--- config.mk ---
export PLATFORM = sky130hd
export DESIGN_NAME = abs_ram
export DESIGN_NICKNAME = d
export VERILOG_FILES = /design/src/abs_ram.sv
export SDC_FILE = /design/constraint.sdc
export NUM_CORES = 1
export LEC_CHECK = 0
export BUFFER_PORTS_ARGS = -buffer_cell sky130_fd_sc_hd__buf_2
export CORE_UTILIZATION = 35
export CTS_BUF_LIST = sky130_fd_sc_hd__clkbuf_4 sky130_fd_sc_hd__clkbuf_8 sky130_fd_sc_hd__clkbuf_16
export DETAILED_ROUTE_END_ITERATION = 8
export SYNTH_ARGS = -nofsm -noshare
export SYNTH_HDL_FRONTEND = slang
export SYNTH_SLANG_ARGS = --single-unit
--- constraint.sdc ---
create_clock -name clk -period 2.2 [get_ports clk]
set_input_delay 0.44 -clock clk [delete_from_list [all_inputs] [get_ports clk]]
set_output_delay 0.44 -clock clk [all_outputs]
set_load 0.05 [all_outputs]
--- src/abs_ram.sv ---
// Generic single-port-write, single-port-read synchronous RAM with a
// registered read port. No dependencies.
`default_nettype none

module abs_ram #(
    parameter int DEPTH = 64,
    parameter int WIDTH = 8
) (
    input  wire logic                     clk,
    input  wire logic                     we,
    input  wire logic [$clog2(DEPTH)-1:0] waddr,
    input  wire logic [WIDTH-1:0]         wdata,
    input  wire logic                     re,
    input  wire logic [$clog2(DEPTH)-1:0] raddr,
    output logic      [WIDTH-1:0]         rdata
);

    logic [WIDTH-1:0] mem [DEPTH];

    always_ff @(posedge clk)
    begin
        if (we)
        begin
            mem[waddr] <= wdata;
        end
    end

    always_ff @(posedge clk)
    begin
        if (re)
        begin
            rdata <= mem[raddr];
        end
    end

endmodule

`default_nettype wire

==> impl_metrics.csv, run 1 <==
group,metric,value,unit
timing,whs,0.242,ns
timing,slew_headroom,0.408,
synth,yosys.area.top_type,"edfxtp_1",
critical_path,data_arrival_critical_path,2.47,ns
timing,fin_skew,0.0133,ns
critical_path,setup.worst_path.end_class,"register",
final_layout,finalNetCount,1178,
drt,drt_first_pass_iters,5,
drt,dr_total_vias,10100,
clocking,cts_sinks,520,
synth,ys_seq_area_frac,0.771,
drt,detail-route-antenna-nets,0,
synth,synthesis.area,0.0202,mm2
timing,report.final.setup_viol,0,
drt,routed_via_density,5.16,
critical_path,crit_fanout,17,
synth,synth_edf_count,520,
clocking,cts_buffer_count,52,
flow_run,maxCapViolCount,0,
power,power.static_leakage,0.00796,uW
floorplan,die_area,0.0588,mm2
final_layout,share_of_post_route_cells_with_drive_strength_above_1,0.368,
clocking,clk_transition_reported_paths,0.06,ns
final_layout,util_after_layout,0.430,
floorplan,dieHeight,243,um
drt,count_of_routing_violations_after_the_opening_detailed_route_iteration,989,
synth,synthesis.nets,963,
global_routing,number_of_global_route_vias_before_repair,10400,
global_routing,grt_antenna_before_repair,2,
placement,detailed_place_hpwl,30900,um
drt,drt-wirelength-per-cell,23.9,um
synth,adder_cell_share_of_the_synthesized_area,0,
critical_path,required_time_at_the_endpoint_of_the_critical_path,2.53,ns
synth,simple_gate_area_share_of_the_yosys_netlist,0.0337,
floorplan,core.rowCount,87,
clocking,htree_levels,2,
synth,synth.area.top_cells,"edfxtp_1 77%, mux4_2 14%, nor2_1 1.5%, mux2i_1 1.1%, mux2_2 0.72%",
synth,yosys.area_share.xor_xnor,0,
timing,timing_worst_slew_pin_value,0.888,ns
synth,synth_top_family_by_area,"multiplexers",
timing,achievable-frequency,467,MHz
synth,syn_area_per_cell,21.5,um2
clocking,cts_buffer_depth,3,
synth,yosys_register_bits,520,
synth,synth-compound-area-share,0.0206,
clocking,worst_skew_pair_latency,0.59,ns
synth,synth_ff_type,"edfxtp_1",
synth,yosys-top-cells-count,"520 x edfxtp_1, 126 x mux4_2, 83 x nor2_1",
timing,finalHoldViolations,0,
timing,final_max_slew_viol_count,0,
outcome,run_status,"finished, final reports clean",
global_routing,pin_count_of_the_biggest_net_entering_global_routing,65,
placement,globalplace.congestion,0.840,
synth,synthDominantCellAreaShare,0.771,
power,power-per-cell-area,879,mW/mm2
hold_path,holdCritPathClass,"in2reg",
timing,post-route-min-period,2.14,ns
clocking,clk_root_buffer_cell,"clkbuf_16",
floorplan,core-area,0.0568,mm2
global_routing,grt_use_total,0.162,
synth,synthArstFlopShare,0,
synth,post_synth_inst_count,940,
placement,placedCellCount,1857,
floorplan,die_w,243,um
clocking,cts.hold.buffers_added,0,
timing,rsz0062_at_grt,"no",
final_layout,area_delta_synth_final,20.6,%
final_layout,final_cells,1954,
critical_path,worstSetupPathType,"in2reg",
drt,drc,0,
power,irDropWorstVdd,597,uV
floorplan,top_level_ports,31,
synth,muxShareOfSynthArea,0.159,
synth,yosysWarnings,0,
power,post-layout-total-power,21500,uW
synth,yosysUniqueCellTypes,39,
floorplan,initial_core_utilization,0.356,
timing,timing.final.crit_share,0.973,
synth,synth.most_common_cell,"edfxtp_1",
global_routing,global_route.overflow_total,0,
drt,total_wirelength_of_the_detailed_routed_design,46800,um
placement,portBuffers,30,
clocking,tritoncts_clock_tree,"done",
critical_path,element_type_at_the_critical_path_start,"input pin",
global_routing,grt_first_pass_wirelength,70100,um
## critical path: stages
cell	delay (ns)
clkbuf_8	0.26
buf_12	0.23
buf_12	0.14
buf_4	0.27
mux2_2	0.38
a221oi_1	0.58
o2bb2ai_1	0.14
## cells by family (layout without fill, tap and decap cells)
| family | Yosys count | in the layout |
|---|---|---|
| AO/OA/AOI/OAI | 54 | 54 |
| AND/OR/NAND/NOR | 153 | 153 |
| flip-flops | 520 | 520 |
| multiplexers | 162 | 162 |
| other | 0 | 1 |
| buffers and inverters | 51 | 308 |
## cell type report
class,count,area (um2)
fillers,4926,32400
flip-flops and latches,520,15600
multi-input cells,369,4320
repair buffers,212,1750
clock buffers,60,1380
well taps,756,946
clock inverters,36,413
diodes,1,2.50
## registers in the layout, summed over array words and instances (netlist names)
register,cells
rdata,8
mem,512
## report_power, final
group,leakage (uW),internal (uW),switching [uW]
combinational,0.00240,518,707
clock,0.000877,5540,3690
sequential,0.00469,11000,31.6
## layer usage
metal	track usage	wire length (um)
met5	0	19
met1	0.237	20700
met3	0.0264	3010
met2	0.252	22200
met4	0.0426	862
## layout by cell type (no fill, tap or decap), types with 3 or more instances in the layout
master	n
nor3_1	7
o22ai_1	8
nand3b_1	3
nor2b_1	14
clkinvlp_4	5
buf_2	27
nand2b_1	7
clkinv_2	10
o2111ai_1	3
mux2i_1	23
clkbuf_4	7
o2bb2ai_1	3
mux4_2	126
a22oi_1	3
a21oi_1	3
mux2_2	13
nand3_1	13
o221ai_1	8
nor2_1	83
buf_4	166
bufinv_16	9
edfxtp_1	520
clkbuf_16	53
a221oi_1	5
clkinv_1	10
a211oi_1	4
buf_12	17
nand2_1	19
## worst paths after layout
kind / to / start / slack (ns) / cells after the start
setup / recovery: rdata[2]$_DFFE_PP_ / raddr[0] / 0.06 / 7
hold / removal: rdata[4]$_DFFE_PP_ / re / 0.24 / 1
setup reg to reg: rdata[6]$_DFFE_PP_ / mem[21][6]$_DFFE_PP_ / 0.10 / 6
hold reg to reg: rdata[4]$_DFFE_PP_ / mem[31][4]$_DFFE_PP_ / 0.91 / 3
## what timing repair did
item                                    4_1_cts  5_1_grt
endpoints found under the setup margin        0        3
buffers inserted                              0        0
gates resized for setup                       0        2
## metrics by stage
step / TNS, ns / setup slack, ns / instance area, um2
floorplan: 0 / 0.0135 / 20300
global placement: -4.03 / -0.599 / 22600
detailed placement: -4.12 / -0.620 / 22600
CTS: 0 / 0.0165 / 24400
global route: 0 / 0.000108 / 24400
finish: 0 / 0.0595 / 24400
(Power assumes the default switching activity.)
==> run 2: changes to the inputs <==
--- a/config.mk
+++ b/config.mk
@@ -6,9 +6,10 @@
 export NUM_CORES = 1
 export LEC_CHECK = 0
 export BUFFER_PORTS_ARGS = -buffer_cell sky130_fd_sc_hd__buf_2
-export CORE_UTILIZATION = 35
+export CORE_UTILIZATION = 56
 export CTS_BUF_LIST = sky130_fd_sc_hd__clkbuf_4 sky130_fd_sc_hd__clkbuf_8 sky130_fd_sc_hd__clkbuf_16
 export DETAILED_ROUTE_END_ITERATION = 8
+export PLACE_DENSITY = 0.76
 export SYNTH_ARGS = -nofsm -noshare
 export SYNTH_HDL_FRONTEND = slang
 export SYNTH_SLANG_ARGS = --single-unit
==> impl_metrics.csv, run 2 (synthesis results as in run 1) <==
group,metric,value,unit
power,power.static_leakage,0.00778,uW
placement,globalplace.congestion,0.874,
floorplan,core-area,0.0356,mm2
clocking,tritoncts_clock_tree,"done",
timing,post-route-min-period,2.14,ns
drt,count_of_routing_violations_after_the_opening_detailed_route_iteration,1203,
timing,timing_worst_slew_pin_value,1.16,ns
final_layout,multi_input_comb_area,0.00433,mm2
drt,dr_total_vias,10200,
floorplan,die_area,0.0369,mm2
global_routing,grt_first_pass_wirelength,66000,um
power,share_comb_of_total_power,0.058,
clocking,cts_setup_buffers,0,
floorplan,top_level_ports,31,
critical_path,capture_instance_of_the_worst_register_to_register_path,"rdata[4]$_DFFE_PP_",
critical_path,element_type_at_the_critical_path_start,"register",
power,power.share.sequential,0.534,
final_layout,number_of_flip_flops_under_the_largest_register_name,512,
floorplan,initial_core_utilization,0.569,
final_layout,area_delta_synth_final,17.1,%
hold_path,holdCritPathClass,"in2reg",
final_layout,final_cell_mix,"520 x edfxtp_1, 141 x buf_4, 126 x mux4_2",
power,clock_share_of_power,0.409,
final_layout,layout_commonest_cell,"edfxtp_1",
drt,total_wirelength_of_the_detailed_routed_design,44500,um
clocking,worst_skew_pair_latency,0.57,ns
clocking,cts.hold.buffers_added,0,
power,post-layout-total-power,20600,uW
critical_path,critical_path.startpoint,"mem[16][4]$_DFFE_PP_",
critical_path,crit_fanout,1,
global_routing,global_route.overflow_total,0,
final_layout,finalNetCount,1151,
critical_path,r2r.worst_path.cells,5,
critical_path,required_time_at_the_endpoint_of_the_critical_path,2.51,ns
hold_path,hold-path-endpoint,"rdata[3]$_DFFE_PP_",
global_routing,grt_use_total,0.252,
flow_run,maxCapViolCount,0,
drt,routed_via_density,6.26,
timing,whs,0.269,ns
final_layout,share_of_post_route_cells_with_drive_strength_above_1,0.349,
placement,pre_cts_slack,-0.491,ns
clocking,cts_sinks,520,
power,netSwitchingFraction,0.203,
clocking,htree_levels,2,
hold_path,hold_path_cells,1,
global_routing,grt_antenna_before_repair,3,
power,power-per-cell-area,871,mW/mm2
timing,achievable-frequency,468,MHz
final_layout,layout.filler_cells,2203,
timing,final_max_slew_viol_count,0,
timing,final_critical_path_setup_slack,0.0628,ns
timing,slew_headroom,0.226,
drt,drt-wirelength-per-cell,27.3,um
outcome,run_status,"finished, final reports clean",
clocking,cts_buffer_count,50,
placement,portBuffers,30,
final_layout,layout.area.seq,0.0156,mm2
hold_path,hp-start,"re",
power,irDropWorstVdd,790,uV
timing,fin_skew,0.0145,ns
timing,rsz0062_at_grt,"no",
critical_path,regToRegStartpoint,"mem[16][4]$_DFFE_PP_",
clocking,clk_transition_reported_paths,0.06,ns
drt,drt_first_pass_iters,5,
power,cell_internal_pwr,16400,uW
critical_path,setup.worst_path.end_class,"register",
power,power.switching,4200,uW
floorplan,die_w,192,um
critical_path,data_arrival_critical_path,2.45,ns
drt,detail-route-antenna-nets,0,
timing,timing.final.crit_share,0.971,
final_layout,reg_with_most_ffs,"mem",
clocking,clk_root_buffer_cell,"clkbuf_16",
final_layout,biggestRegsByFlops,"mem x512, rdata x8",
global_routing,number_of_global_route_vias_before_repair,10300,
global_routing,pin_count_of_the_biggest_net_entering_global_routing,65,
clocking,cts_buffer_depth,3,
timing,report.final.setup_viol,0,
critical_path,reg2reg_slack,0.06,ns
critical_path,worstSetupPathType,"reg2reg",
drt,drc,0,
floorplan,core.rowCount,69,
floorplan,dieHeight,192,um
placement,detailed_place_hpwl,28400,um
timing,finalHoldViolations,0,
run 2: changes by cell type in the layout (fill, tap and decap cells not counted), sizes merged:
cell,delta
buf,-25
inv,-1
clkinv,-2
diode,+2
bufinv,-4
clkinvlp,-5
clkbuf,+3
run 2: worst max path at each step:
stage and endpoint:
2_1_floorplan rdata[3]$_DFFE_PP_, 3_3_place_gp rdata[1]$_DFFE_PP_, 3_5_place_dp rdata[1]$_DFFE_PP_, 4_1_cts rdata[3]$_DFFE_PP_
5_1_grt rdata[5]$_DFFE_PP_, 6_report rdata[4]$_DFFE_PP_
run 2: power by group through the flow:
stage	clock, uW	sequential, uW	combinational (uW)
after CTS	8520	11000	1190
after global placement	0	11200	1150
after global routing	8860	11000	1260
after floorplan	0	11300	586
after detailed placement	0	11200	1180
final	8430	11000	1190
run 2: cell type report:
type | count | area share
repair buffers | 187 | 0.0661
diodes | 3 | 0.000317
multi-input cells | 369 | 0.183
clock inverters | 24 | 0.0100
clock buffers | 63 | 0.0576
well taps | 461 | 0.0243
flip-flops and latches | 520 | 0.659
run 2: timing repair:
action	4_1_cts	5_1_grt
endpoints found under the hold margin	0	0
resized for setup	2	2
setup endpoints to repair	2	2
run 2: per-layer routing:
layer,global-route usage,part of all wire
met1,0.356,0.39
met5,0,0
met3,0.0499,0.092
met2,0.393,0.48
met4,0.0966,0.036
run 2: through the flow:
| step | instances | utilization | instance area [um2] | setup TNS, ns |
|---|---|---|---|---|
| after CTS | 1624 | 0.666 | 23700 | 0 |
| after global placement | 1537 | 0.621 | 22100 | -3.02 |
| after detailed placement | 1537 | 0.621 | 22100 | -3.12 |
| after global routing | 1625 | 0.666 | 23700 | 0 |
| final | 1627 | 0.666 | 23700 | 0 |
| after floorplan | 940 | - | 20300 | 0 |
run 2: worst max-delay path, stage by stage (launching register included):
cell	delay, ns
edfxtp_1	0.38
mux4_2	0.45
mux2_2	0.27
o221a_2	0.28
nor3_1	0.35
o32ai_1	0.14
